### src/rtl/type4_tag_ndef_read_sequencer_core_defines.svh
// Assertion macros for the Type 4 tag NDEF read sequencer RTL.
`ifndef TYPE4_TAG_NDEF_READ_SEQUENCER_CORE_DEFINES_SVH
`define TYPE4_TAG_NDEF_READ_SEQUENCER_CORE_DEFINES_SVH

// Check an implication on every clock edge outside reset.
`define T4NDEF_ASSERT_IMPL(lbl, ante, cons, msg) \
    lbl: assert property (@(posedge i_clk) disable iff (!i_rst_n) (ante) |-> (cons)) \
        else $error(msg);

// Check an implication in the next cycle outside reset.
`define T4NDEF_ASSERT_NEXT(lbl, ante, cons, msg) \
    lbl: assert property (@(posedge i_clk) disable iff (!i_rst_n) (ante) |=> (cons)) \
        else $error(msg);

`endif

### src/rtl/t4ndef_pkg.sv
// Shared types, constants and command tables for the Type 4 tag NDEF read sequencer.
`default_nettype none
package t4ndef_pkg;

    localparam int TRANSPORT_MAX_RESPONSE = 256;
    localparam logic [8:0]  RESP_LIMIT = 9'(TRANSPORT_MAX_RESPONSE);
    localparam logic [15:0] CHUNK_CAP  = 16'(TRANSPORT_MAX_RESPONSE - 2);

    localparam logic [1:0] ACT_DETECT = 2'd0;
    localparam logic [1:0] ACT_READ   = 2'd1;
    localparam logic [1:0] ACT_BYTE   = 2'd2;
    localparam logic [1:0] ACT_FAIL   = 2'd3;

    localparam logic [1:0] KIND_CMD    = 2'd0;
    localparam logic [1:0] KIND_FILE   = 2'd1;
    localparam logic [1:0] KIND_STATUS = 2'd2;

    localparam logic [2:0] ST_OK       = 3'd0;
    localparam logic [2:0] ST_IO       = 3'd1;
    localparam logic [2:0] ST_NOTSUPP  = 3'd2;
    localparam logic [2:0] ST_NOSPACE  = 3'd3;
    localparam logic [2:0] ST_TRANSPORT = 3'd4;

    localparam logic [7:0] SW1_OK   = 8'h90;
    localparam logic [7:0] SW1_ERR  = 8'h6A;
    localparam logic [7:0] SW2_NF   = 8'h82;
    localparam logic [7:0] CC_TYPE  = 8'h04;

    localparam logic [7:0] APP_V2 [13] = '{8'h00, 8'hA4, 8'h04, 8'h00, 8'h07, 8'hD2, 8'h76,
                                          8'h00, 8'h00, 8'h85, 8'h01, 8'h01, 8'h00};
    localparam logic [7:0] APP_V1 [12] = '{8'h00, 8'hA4, 8'h04, 8'h00, 8'h07, 8'hD2, 8'h76,
                                          8'h00, 8'h00, 8'h85, 8'h01, 8'h00};
    localparam logic [7:0] SEL_CC [7]  = '{8'h00, 8'hA4, 8'h00, 8'h0C, 8'h02, 8'hE1, 8'h03};

    typedef enum logic [2:0] {
        CMD_NONE,
        CMD_APP2,
        CMD_APP1,
        CMD_SELCC,
        CMD_READCC,
        CMD_SELFILE,
        CMD_READ
    } t_cmd;

    // One accepted item's worth of results: optional file byte, then a command or a status.
    typedef struct packed {
        logic        has_file;
        logic [7:0]  file_byte;
        t_cmd        cmd;
        logic [15:0] arg;
        logic [7:0]  le;
        logic        has_status;
        logic [2:0]  status;
    } t_burst;

    typedef struct packed {
        logic [1:0] kind;
        logic [7:0] out_byte;
        logic       last_of_run;
        logic [2:0] status_code;
    } t_item;

    function automatic logic [3:0] cmd_len(input t_cmd cmd);
        logic [3:0] len;
        unique case (cmd)
            CMD_APP2:    len = 4'd13;
            CMD_APP1:    len = 4'd12;
            CMD_SELCC:   len = 4'd7;
            CMD_READCC:  len = 4'd5;
            CMD_SELFILE: len = 4'd7;
            CMD_READ:    len = 4'd5;
            default:     len = 4'd0;
        endcase
        return len;
    endfunction

    // ReadBinary header is common; SELFILE and READ carry a 16-bit argument.
    function automatic logic [7:0] cmd_byte(input t_cmd cmd, input logic [3:0] k,
                                            input logic [15:0] arg, input logic [7:0] le);
        logic [7:0] b;
        b = 8'h00;
        unique case (cmd)
            CMD_APP2:  b = APP_V2[k];
            CMD_APP1:  b = (k < 4'd12) ? APP_V1[k] : 8'h00;
            CMD_SELCC: b = SEL_CC[k[2:0]];
            CMD_READCC: begin
                unique case (k)
                    4'd1:    b = 8'hB0;
                    4'd4:    b = 8'h0F;
                    default: b = 8'h00;
                endcase
            end
            CMD_SELFILE: begin
                unique case (k)
                    4'd5:    b = arg[15:8];
                    4'd6:    b = arg[7:0];
                    default: b = (k < 4'd5) ? SEL_CC[k[2:0]] : 8'h00;
                endcase
            end
            CMD_READ: begin
                unique case (k)
                    4'd1:    b = 8'hB0;
                    4'd2:    b = arg[15:8];
                    4'd3:    b = arg[7:0];
                    4'd4:    b = le;
                    default: b = 8'h00;
                endcase
            end
            default: b = 8'h00;
        endcase
        return b;
    endfunction

endpackage
`default_nettype wire

### src/rtl/t4ndef_if.sv
// Valid/ready channel interfaces for request items and result items.
`default_nettype none
interface t4ndef_in_if;
    logic       valid;
    logic       ready;
    logic [1:0] action;
    logic [7:0] rx_byte;
    logic       rx_last;
    modport source (output valid, action, rx_byte, rx_last, input ready);
    modport sink   (input valid, action, rx_byte, rx_last, output ready);
endinterface

interface t4ndef_out_if;
    logic       valid;
    logic       ready;
    logic [1:0] kind;
    logic [7:0] out_byte;
    logic       last_of_run;
    logic [2:0] status_code;
    modport source (output valid, kind, out_byte, last_of_run, status_code, input ready);
    modport sink   (input valid, kind, out_byte, last_of_run, status_code, output ready);
endinterface
`default_nettype wire

### src/rtl/type4_tag_ndef_read_sequencer_core.sv
// Top level of the Type 4 tag NDEF read sequencer: register port, sequencer, serializer.
//
//  channel   dir  handshake      carries
//  i_in      in   valid/ready    action, rx_byte, rx_last
//  o_out     out  valid/ready    kind, out_byte, last_of_run, status_code
//  apb       in   psel/penable   max_ndef_length at byte address 0
//
// Each request transfer is decoded in the cycle it is taken; its results (up to
// thirteen: an optional file byte, then a command or a status) go to a one-burst
// slot and leave one per cycle, while the output is ready, through a registered
// output stage. A new request is taken whenever the slot is free, so requests
// overlap the previous burst. Reset is synchronous, active low, and clears the
// phase and the burst buffers; a stalled output holds.
`default_nettype none
module type4_tag_ndef_read_sequencer_core
    import t4ndef_pkg::*;
(
    input  wire logic        i_clk,
    input  wire logic        i_rst_n,
    t4ndef_in_if.sink        i_in,
    t4ndef_out_if.source     o_out,
    input  wire logic        psel,
    input  wire logic        penable,
    input  wire logic        pwrite,
    input  wire logic [2:0]  paddr,
    input  wire logic [31:0] pwdata,
    output logic [31:0]      prdata,
    output logic             pready
);

    // Maximum accepted NDEF length; the user must write it only while no sequence runs (not enforced here).
    logic [15:0] r_max_len;
    logic        slot_free;
    logic        load;
    t_burst      burst;

    assign pready = 1'b1;
    assign prdata = (paddr == 3'd0) ? {16'd0, r_max_len} : 32'd0;

    always_ff @(posedge i_clk) begin
        if (!i_rst_n) begin
            r_max_len <= 16'd1024;
        end else if (psel && penable && pwrite && paddr == 3'd0) begin
            r_max_len <= pwdata[15:0];
        end
    end

    // Decode each request and advance the protocol phase.
    t4ndef_seq u_seq (
        .i_clk       (i_clk),
        .i_rst_n     (i_rst_n),
        .i_max_len   (r_max_len),
        .i_slot_free (slot_free),
        .i_in        (i_in),
        .o_burst     (burst),
        .o_load      (load)
    );

    // Hold the burst and transfer its items one at a time.
    t4ndef_emit u_emit (
        .i_clk       (i_clk),
        .i_rst_n     (i_rst_n),
        .i_load      (load),
        .i_burst     (burst),
        .o_slot_free (slot_free),
        .o_out       (o_out)
    );

endmodule
`default_nettype wire

### src/rtl/t4ndef_seq.sv
// Protocol state machine: consumes one item per transfer and, where it has results, produces a result burst.
`default_nettype none
module t4ndef_seq
    import t4ndef_pkg::*;
(
    input  wire logic        i_clk,
    input  wire logic        i_rst_n,
    input  wire logic [15:0] i_max_len,
    input  wire logic        i_slot_free,
    t4ndef_in_if.sink        i_in,
    output t_burst           o_burst,
    output logic             o_load
);

    typedef enum logic [2:0] {
        PH_IDLE, PH_APP2, PH_APP1, PH_SELCC, PH_READCC, PH_SELFILE, PH_NLEN, PH_CHUNK
    } t_phase;

    t_phase      r_phase, n_phase;
    logic        r_detect, n_detect;
    logic [8:0]  r_count, n_count;
    logic [15:0] r_pair, n_pair;
    logic [15:0] r_mrl, n_mrl;
    logic [15:0] r_fid, n_fid;
    logic        r_type_ok, n_type_ok;
    logic [15:0] r_mlen, n_mlen;
    logic [15:0] r_done, n_done;
    logic [7:0]  r_chunk, n_chunk;

    logic        accept;
    logic [8:0]  cnt;
    logic [15:0] sw;
    logic        ok;
    logic [15:0] done_sum;
    t_burst      burst;

    function automatic logic [7:0] chunk_for(input logic [15:0] mlen, input logic [15:0] done,
                                             input logic [15:0] mrl);
        logic [15:0] c;
        logic [15:0] cap;
        c   = mlen - done;
        cap = mrl - 16'd1;
        if (c > cap) c = cap;
        if (c > CHUNK_CAP) c = CHUNK_CAP;
        return c[7:0];
    endfunction

    assign i_in.ready = i_slot_free;
    assign accept     = i_in.valid && i_in.ready;

    always_comb begin
        n_phase   = r_phase;
        n_detect  = r_detect;
        n_count   = r_count;
        n_pair    = r_pair;
        n_mrl     = r_mrl;
        n_fid     = r_fid;
        n_type_ok = r_type_ok;
        n_mlen    = r_mlen;
        n_done    = r_done;
        n_chunk   = r_chunk;
        burst     = '0;
        burst.cmd = CMD_NONE;
        cnt       = (r_count < 9'd511) ? r_count + 9'd1 : r_count;
        sw        = {r_pair[7:0], i_in.rx_byte};
        ok        = (cnt >= 9'd2) && (sw == {SW1_OK, 8'h00});
        done_sum  = r_done + {8'h00, r_chunk};

        if (i_in.action == ACT_DETECT || i_in.action == ACT_READ) begin
            n_detect  = (i_in.action == ACT_DETECT);
            n_count   = '0;
            n_pair    = '0;
            burst.cmd = CMD_APP2;
            n_phase   = PH_APP2;
        end else if (r_phase == PH_IDLE) begin
            // drop stray bytes and failures while idle
        end else if (i_in.action == ACT_FAIL) begin
            n_count          = '0;
            n_pair           = '0;
            burst.has_status = 1'b1;
            burst.status     = ST_TRANSPORT;
            n_phase          = PH_IDLE;
        end else begin
            // pass file bytes on two bytes late so the status word never leaves
            if ((r_phase == PH_NLEN || r_phase == PH_CHUNK) && r_count >= 9'd2 &&
                (r_count - 9'd2) < ((r_phase == PH_NLEN) ? 9'd2 : {1'b0, r_chunk})) begin
                burst.has_file  = 1'b1;
                burst.file_byte = r_pair[15:8];
            end
            if (r_phase == PH_READCC) begin
                unique case (r_count)
                    9'd3:    n_mrl     = {i_in.rx_byte, r_mrl[7:0]};
                    9'd4:    n_mrl     = {r_mrl[15:8], i_in.rx_byte};
                    9'd7:    n_type_ok = (i_in.rx_byte == CC_TYPE);
                    9'd9:    n_fid     = {i_in.rx_byte, r_fid[7:0]};
                    9'd10:   n_fid     = {r_fid[15:8], i_in.rx_byte};
                    default: ;
                endcase
            end else if (r_phase == PH_NLEN) begin
                if (r_count == 9'd0)      n_mlen = {i_in.rx_byte, r_mlen[7:0]};
                else if (r_count == 9'd1) n_mlen = {r_mlen[15:8], i_in.rx_byte};
            end
            n_pair  = sw;
            n_count = cnt;

            if (i_in.rx_last) begin
                n_count = '0;
                n_pair  = '0;
                burst.status = ST_IO;
                if (cnt > RESP_LIMIT) begin
                    burst.has_status = 1'b1;
                    burst.status     = ST_TRANSPORT;
                    n_phase          = PH_IDLE;
                end else begin
                    unique case (r_phase)
                        PH_APP2, PH_APP1: begin
                            if (ok) begin
                                if (r_detect) begin
                                    burst.has_status = 1'b1;
                                    burst.status     = ST_OK;
                                    n_phase          = PH_IDLE;
                                end else begin
                                    burst.cmd = CMD_SELCC;
                                    n_phase   = PH_SELCC;
                                end
                            end else if (r_phase == PH_APP2) begin
                                burst.cmd = CMD_APP1;
                                n_phase   = PH_APP1;
                            end else begin
                                burst.has_status = 1'b1;
                                burst.status = (r_detect && cnt >= 9'd2 &&
                                                sw == {SW1_ERR, SW2_NF}) ? ST_NOTSUPP : ST_IO;
                                n_phase = PH_IDLE;
                            end
                        end
                        PH_SELCC: begin
                            if (ok) begin
                                burst.cmd = CMD_READCC;
                                n_phase   = PH_READCC;
                            end else begin
                                burst.has_status = 1'b1;
                                n_phase          = PH_IDLE;
                            end
                        end
                        PH_READCC: begin
                            if (ok && cnt == 9'd17 && n_type_ok) begin
                                if (n_mrl < 16'd2) n_mrl = 16'd2;
                                burst.cmd = CMD_SELFILE;
                                burst.arg = n_fid;
                                n_phase   = PH_SELFILE;
                            end else begin
                                burst.has_status = 1'b1;
                                n_phase          = PH_IDLE;
                            end
                        end
                        PH_SELFILE: begin
                            if (ok) begin
                                burst.cmd = CMD_READ;
                                burst.arg = 16'd0;
                                burst.le  = 8'd2;
                                n_phase   = PH_NLEN;
                            end else begin
                                burst.has_status = 1'b1;
                                n_phase          = PH_IDLE;
                            end
                        end
                        PH_NLEN: begin
                            if (!ok || cnt != 9'd4) begin
                                burst.has_status = 1'b1;
                                n_phase          = PH_IDLE;
                            end else if (n_mlen > i_max_len) begin
                                burst.has_status = 1'b1;
                                burst.status     = ST_NOSPACE;
                                n_phase          = PH_IDLE;
                            end else begin
                                n_done = 16'd0;
                                if (n_mlen == 16'd0) begin
                                    burst.has_status = 1'b1;
                                    burst.status     = ST_OK;
                                    n_phase          = PH_IDLE;
                                end else begin
                                    n_chunk   = chunk_for(n_mlen, 16'd0, r_mrl);
                                    burst.cmd = CMD_READ;
                                    burst.arg = 16'd2;
                                    burst.le  = n_chunk;
                                    n_phase   = PH_CHUNK;
                                end
                            end
                        end
                        PH_CHUNK: begin
                            if (!ok || (cnt - 9'd2) < {1'b0, r_chunk}) begin
                                burst.has_status = 1'b1;
                                n_phase          = PH_IDLE;
                            end else begin
                                n_done = done_sum;
                                if (done_sum >= r_mlen) begin
                                    burst.has_status = 1'b1;
                                    burst.status     = ST_OK;
                                    n_phase          = PH_IDLE;
                                end else begin
                                    n_chunk   = chunk_for(r_mlen, done_sum, r_mrl);
                                    burst.cmd = CMD_READ;
                                    burst.arg = done_sum + 16'd2;
                                    burst.le  = n_chunk;
                                    n_phase   = PH_CHUNK;
                                end
                            end
                        end
                        default: ;
                    endcase
                end
                if (!burst.has_status) burst.status = ST_OK;
            end
        end
    end

    assign o_burst = burst;
    assign o_load  = accept && (burst.has_file || burst.has_status || burst.cmd != CMD_NONE);

    always_ff @(posedge i_clk) begin
        if (!i_rst_n) begin
            r_phase   <= PH_IDLE;
            r_detect  <= 1'b0;
            r_count   <= '0;
            r_pair    <= '0;
            r_mrl     <= 16'd2;
            r_fid     <= '0;
            r_type_ok <= 1'b0;
            r_mlen    <= '0;
            r_done    <= '0;
            r_chunk   <= '0;
        end else if (accept) begin
            r_phase   <= n_phase;
            r_detect  <= n_detect;
            r_count   <= n_count;
            r_pair    <= n_pair;
            r_mrl     <= n_mrl;
            r_fid     <= n_fid;
            r_type_ok <= n_type_ok;
            r_mlen    <= n_mlen;
            r_done    <= n_done;
            r_chunk   <= n_chunk;
        end
    end

endmodule
`default_nettype wire

### src/rtl/t4ndef_emit.sv
// Burst buffer and result serializer: one result item per output transfer.
`default_nettype none
`include "type4_tag_ndef_read_sequencer_core_defines.svh"
module t4ndef_emit
    import t4ndef_pkg::*;
(
    input  wire logic   i_clk,
    input  wire logic   i_rst_n,
    input  wire logic   i_load,
    input  wire t_burst i_burst,
    output logic        o_slot_free,
    t4ndef_out_if.source o_out
);

    logic       r_slot_valid;
    t_burst     r_slot;
    logic       r_act;
    t_burst     r_desc;
    logic [3:0] r_pos;
    logic       r_o_valid;
    t_item      r_o;

    logic       adv;
    logic [4:0] blen;
    logic       at_end;
    logic [3:0] k;
    logic [3:0] len;
    logic       take;
    t_item      item;

    assign len    = cmd_len(r_desc.cmd);
    assign blen   = {4'd0, r_desc.has_file} + {1'b0, len} + {4'd0, r_desc.has_status};
    assign at_end = ({1'b0, r_pos} + 5'd1) == blen;
    assign adv    = !r_o_valid || o_out.ready;
    assign take   = r_slot_valid && (!r_act || (adv && at_end));
    assign k      = r_pos - {3'd0, r_desc.has_file};

    always_comb begin
        item = '0;
        if (r_desc.has_file && r_pos == 4'd0) begin
            item.kind     = KIND_FILE;
            item.out_byte = r_desc.file_byte;
        end else if (k < len) begin
            item.kind        = KIND_CMD;
            item.out_byte    = cmd_byte(r_desc.cmd, k, r_desc.arg, r_desc.le);
            item.last_of_run = (k == len - 4'd1);
        end else begin
            item.kind        = KIND_STATUS;
            item.last_of_run = 1'b1;
            item.status_code = r_desc.status;
        end
    end

    always_ff @(posedge i_clk) begin
        if (!i_rst_n) begin
            r_slot_valid <= 1'b0;
            r_act        <= 1'b0;
            r_pos        <= '0;
            r_o_valid    <= 1'b0;
        end else begin
            if (adv) r_o_valid <= r_act;
            if (take) begin
                r_act <= 1'b1;
                r_pos <= '0;
            end else if (adv && r_act) begin
                r_pos <= r_pos + 4'd1;
                if (at_end) r_act <= 1'b0;
            end
            if (i_load)    r_slot_valid <= 1'b1;
            else if (take) r_slot_valid <= 1'b0;
        end
    end

    always_ff @(posedge i_clk) begin
        if (adv && r_act) r_o <= item;
        if (take)         r_desc <= r_slot;
        if (i_load)       r_slot <= i_burst;
    end

    assign o_slot_free       = !r_slot_valid;
    assign o_out.valid       = r_o_valid;
    assign o_out.kind        = r_o.kind;
    assign o_out.out_byte    = r_o.out_byte;
    assign o_out.last_of_run = r_o.last_of_run;
    assign o_out.status_code = r_o.status_code;

    `T4NDEF_ASSERT_IMPL(a_pos_in_burst, r_act, {1'b0, r_pos} < blen, "position past burst end")
    `T4NDEF_ASSERT_IMPL(a_load_free, i_load, !r_slot_valid, "burst loaded into full slot")
    `T4NDEF_ASSERT_IMPL(a_status_last, r_o_valid && r_o.kind == KIND_STATUS,
        r_o.last_of_run, "status item without end mark")
    `T4NDEF_ASSERT_NEXT(a_take_starts, take, r_act && r_pos == 4'd0, "burst not started")

endmodule
`default_nettype wire

### src/flat_wrapper.sv
// flat-port wrapper written by rule: the top's interface ports become plain ports
module type4_tag_ndef_read_sequencer_core_flat import t4ndef_pkg::*;
  (i_clk, i_rst_n, psel, penable, pwrite, paddr, pwdata, prdata, pready, i_in_valid, i_in_action, i_in_rx_byte, i_in_rx_last, i_in_ready, o_out_valid, o_out_kind, o_out_out_byte, o_out_last_of_run, o_out_status_code, o_out_ready);
  t4ndef_in_if i_in_i ();
  t4ndef_out_if o_out_i ();
  input  wire logic i_clk;
  input  wire logic i_rst_n;
  input  wire logic psel;
  input  wire logic penable;
  input  wire logic pwrite;
  input  wire logic [2:0] paddr;
  input  wire logic [31:0] pwdata;
  output logic [31:0] prdata;
  output logic pready;
  input wire logic [$bits(i_in_i.valid)-1:0] i_in_valid;
  input wire logic [$bits(i_in_i.action)-1:0] i_in_action;
  input wire logic [$bits(i_in_i.rx_byte)-1:0] i_in_rx_byte;
  input wire logic [$bits(i_in_i.rx_last)-1:0] i_in_rx_last;
  output wire logic [$bits(i_in_i.ready)-1:0] i_in_ready;
  output wire logic [$bits(o_out_i.valid)-1:0] o_out_valid;
  output wire logic [$bits(o_out_i.kind)-1:0] o_out_kind;
  output wire logic [$bits(o_out_i.out_byte)-1:0] o_out_out_byte;
  output wire logic [$bits(o_out_i.last_of_run)-1:0] o_out_last_of_run;
  output wire logic [$bits(o_out_i.status_code)-1:0] o_out_status_code;
  input wire logic [$bits(o_out_i.ready)-1:0] o_out_ready;
  assign i_in_i.valid = i_in_valid;
  assign i_in_i.action = i_in_action;
  assign i_in_i.rx_byte = i_in_rx_byte;
  assign i_in_i.rx_last = i_in_rx_last;
  assign i_in_ready = i_in_i.ready;
  assign o_out_valid = o_out_i.valid;
  assign o_out_kind = o_out_i.kind;
  assign o_out_out_byte = o_out_i.out_byte;
  assign o_out_last_of_run = o_out_i.last_of_run;
  assign o_out_status_code = o_out_i.status_code;
  assign o_out_i.ready = o_out_ready;
  type4_tag_ndef_read_sequencer_core u_core (.i_clk(i_clk), .i_rst_n(i_rst_n), .i_in(i_in_i), .o_out(o_out_i), .psel(psel), .penable(penable), .pwrite(pwrite), .paddr(paddr), .pwdata(pwdata), .prdata(prdata), .pready(pready));
endmodule
### config.mk
export PLATFORM = sky130hd
export DESIGN_NAME = type4_tag_ndef_read_sequencer_core_flat
export DESIGN_NICKNAME = d
export VERILOG_FILES = /design/src/rtl/t4ndef_pkg.sv /design/src/rtl/t4ndef_if.sv /design/src/rtl/type4_tag_ndef_read_sequencer_core.sv /design/src/rtl/t4ndef_seq.sv /design/src/rtl/t4ndef_emit.sv /design/src/flat_wrapper.sv
export VERILOG_INCLUDE_DIRS = /design/src /design/src/rtl
export SDC_FILE = /design/constraint.sdc
export NUM_CORES = 1
export LEC_CHECK = 0
export BUFFER_PORTS_ARGS = -buffer_cell sky130_fd_sc_hd__buf_2
export CORE_MARGIN = 1
export CORE_UTILIZATION = 38
export CTS_CLUSTER_DIAMETER = 150
export DETAILED_ROUTE_END_ITERATION = 10
export GPL_TIMING_DRIVEN = 1
export MAX_ROUTING_LAYER = met4
export SLEW_MARGIN = 15
export SYNTH_ARGS = -nofsm -noshare
export SYNTH_HDL_FRONTEND = slang
export SYNTH_SLANG_ARGS = --single-unit
export TNS_END_PERCENT = 5
### constraint.sdc
create_clock -name i_clk -period 8.54 [get_ports i_clk]
set_input_delay 2.135 -clock i_clk [delete_from_list [all_inputs] [get_ports i_clk]]
set_output_delay 2.135 -clock i_clk [all_outputs]
set_load 0.02 [all_outputs]
==> run metrics <==
Cells after DPL=between 2k and 2.5k; die height=between 200 and 250 um; Post-synth EDFFs=94; Max-slew headroom=~27%; DRC violations left=0; share of cells above drive strength 1=8.96%; Synth Register Bits=between 200 and 250; PortBufs=68; Max Freq=about 130 MHz; global-route wire length before repair=71800 um; Seq/Total Area, Yosys=35.3%; Pint=about 2.0 mW; cells resized by post-CTS repair=0; RSZ-0062 raised after global routing=false; hpwl dp=between 30000 and 40000 um; Pwr Total=around 2.7 mW; nets@finish=about 2.0k; mapped cell area=15100 um^2; synth-to-layout area growth=10.4%; DR iter-0 viols=882; full die area=about 41000 um^2; Worst-path clk slew=about 0.060 ns; switching power=0.702 mW; vias in the first global route=between 10k and 15k; Comb pwr share=between 10% and 20%; WL per Instance=just under 20 um; Critical Path Source Type=register; post-CTS setup buffers=0; Routed WL=roughly 46000 um; final setup vio count=0; DR vias=~13k; final std cells w/o fill=2372; clk root buf=clkbuf_16; Pwr Density=approximately 160 nW/um^2; CP endpoint kind=register; # hold bufs at CTS=0; Max IR drop VDD=138 uV; Final Hold Viols=0; HP Class=register to register; CTS Buffer Depth=3; Max-Cap Viols=0; Yosys cell types=86; Rows=approximately 70; post-synth top area cell=edfxtp_1; chip width=roughly 200 um; Final min period=between 7 and 8 ns; Vias per Instance=5.66; status=completed; Final Cycle Share=89.8%; Syn. warnings=0; clock share of power=~45%; Leakage=between 6 and 7 nW; GP Congestion=slightly above 0.9; CTS tree=built; total grt overflow=0; Slew @ Worst Pin=around 1.1 ns; Synth top area share=about a fifth; Main synth FF type=dfxtp_1; IO Pins=just over 100; Setup Skew=roughly 0.026 ns; htree depth=1; async set-or-reset flop fraction in the synthesized netlist=0%; DRT Pass-1 Iters=6; largest net degree at the start of global routing=56; Crit Path Max Fanout=9; Worst EP required=roughly 9 ns; commonest non-fill, non-tap cell in the layout=nand2_1; Num CTS Buffers=26; setup_tns=0 ns; Flop pwr share=42.2%; CP Data Arrival Time=about 8.0 ns; Starting Density=38.8%; clock sinks=between 200 and 250; Sw Share=between 20% and 30%; Core ar.=between 30000 and 40000 um^2; synth top area cells=edfxtp_1, dfxtp_1, ha_1, a21oi_1, nand2_1; WS Path Type=register to register; Mean Syn Cell Area=8.24 um^2; initial antenna violation count=0; most frequent cells in the layout=nand2_1, nor2_1, a21oi_1; Mapped Cells=about 1.8k; Routed Antenna Nets=0; Final Max Tran Viols=0; GRT Total Usage=around 23%; worst skew pair latency=roughly 0.56 ns
## final timing paths
check	startpoint	end	slack, ns	cells past startpoint
max	u_core.u_seq.r_chunk[0]	u_core.u_emit.r_slot[4]	0.87	23
min	u_core.u_emit.r_slot[33]	u_core.u_emit.r_desc[33]	0.41	0
max reg2reg	u_core.u_seq.r_chunk[0]	u_core.u_emit.r_slot[4]	0.87	23
min reg2reg	u_core.u_emit.r_slot[33]	u_core.u_emit.r_desc[33]	0.41	0
## per-layer routing
metal  routed length, um  up-vias  global-route usage (%)
li1                    -     6552                       -
met1               20200     6405                    28.6
met4                1410        0                    6.76
met3                2250       84                    2.82
met5                   0        -                       -
met2               21900      377                    38.4
## area by class of cell
type,count,area (um^2)
Antenna cell,1,2.50
Clock buffer,34,712
Clock inverter,13,210
Fill cell,3942,22200
Inverter,72,272
Multi-Input combinational cell,1432,9040
Sequential cell,219,5330
Tap cell,518,648
Timing Repair Buffer,83,465
## state kept, by name, indices dropped and copies added, names as in the netlist
register                         flops
u_core.u_seq.r_pair                 16
u_core.u_seq.r_detect                1
u_core.u_emit.o_out.status_code      3
u_core.u_emit.r_pos                  4
u_core.u_emit.r_slot_valid           1
u_core.u_emit.r_slot                40
u_core.u_seq.r_chunk                 8
u_core.u_seq.r_phase                 3
u_core.u_emit.r_act                  1
u_core.u_seq.r_type_ok               1
u_core.u_seq.r_done                 16
u_core.u_seq.r_mlen                 16
u_core.u_emit.o_out.kind             2
u_core.u_seq.r_count                 9
u_core.r_max_len                    16
u_core.u_emit.r_desc                40
u_core.u_emit.o_out.out_byte         8
u_core.u_emit.o_out.valid            1
u_core.u_seq.r_mrl                  16
u_core.u_emit.o_out.last_of_run      1
u_core.u_seq.r_fid                  16
## Yosys cell counts (27+ instances only)
cell and n:
ha_1 108, o21ai_0 58, and2_1 38, nand2_1 213, a21o_1 30, inv_1 69
mux2i_1 27, a211oi_1 28, nand3_1 73, a21oi_1 177, edfxtp_1 94, xor2_1 40
clkbuf_1 95, nor2_1 184, dfxtp_1 125, xnor2_1 44, nor3_1 73, nand4_1 27
## stage by stage
step	hold WS [ns]	util [%]	setup WS (ns)	instance area, um^2
2_1_floorplan	0.400	-	2.04	15200
3_3_place_gp	0.402	40.4	1.20	15700
3_5_place_dp	0.405	40.4	1.12	15700
4_1_cts	0.416	42.8	1.07	16700
5_1_grt	0.421	42.8	0.382	16700
6_report	0.414	42.9	0.867	16700
## worst max-delay path, cell delays in order (launching register included)
cell,delay (ns)
dfxtp_1,0.35
ha_1,0.24
fa_1,0.48
a211oi_1,0.43
o21ai_0,0.33
xnor2_1,0.51
ha_1,0.40
o21ai_0,0.19
nand2b_1,0.09
or2_2,0.27
a31oi_1,0.16
a31oi_1,0.09
a211oi_1,0.41
o31ai_1,0.21
a211oi_1,0.61
ha_1,0.37
and4_1,0.17
and2_0,0.15
a221oi_1,0.26
a21oi_1,0.08
or3_1,0.32
or4_4,0.45
o31a_1,0.44
o32ai_1,0.42
## power by group through the flow
stage | Clock (mW) | Sequential (mW) | Combinational [mW]
floorplan | 0 | 1.14 | 0.240
global placement | 0 | 1.15 | 0.333
detailed placement | 0 | 1.15 | 0.332
CTS | 1.23 | 1.12 | 0.333
global route | 1.26 | 1.13 | 0.372
finish | 1.20 | 1.12 | 0.339
## logic make-up after synthesis
family / Yosys count / share of synthesized area, %
DFF: 219 / 35.3
and+or+nand+nor: 743 / 23.7
buffers and inverters: 198 / 5.50
muxes: 38 / 2.61
other: 2 / 0.0497
adders and majority gates: 114 / 9.56
xor gates and xnor gates: 85 / 5.02
AOI/OAI and AO/OA: 435 / 18.3
Power figures use the tool's default switching activity.
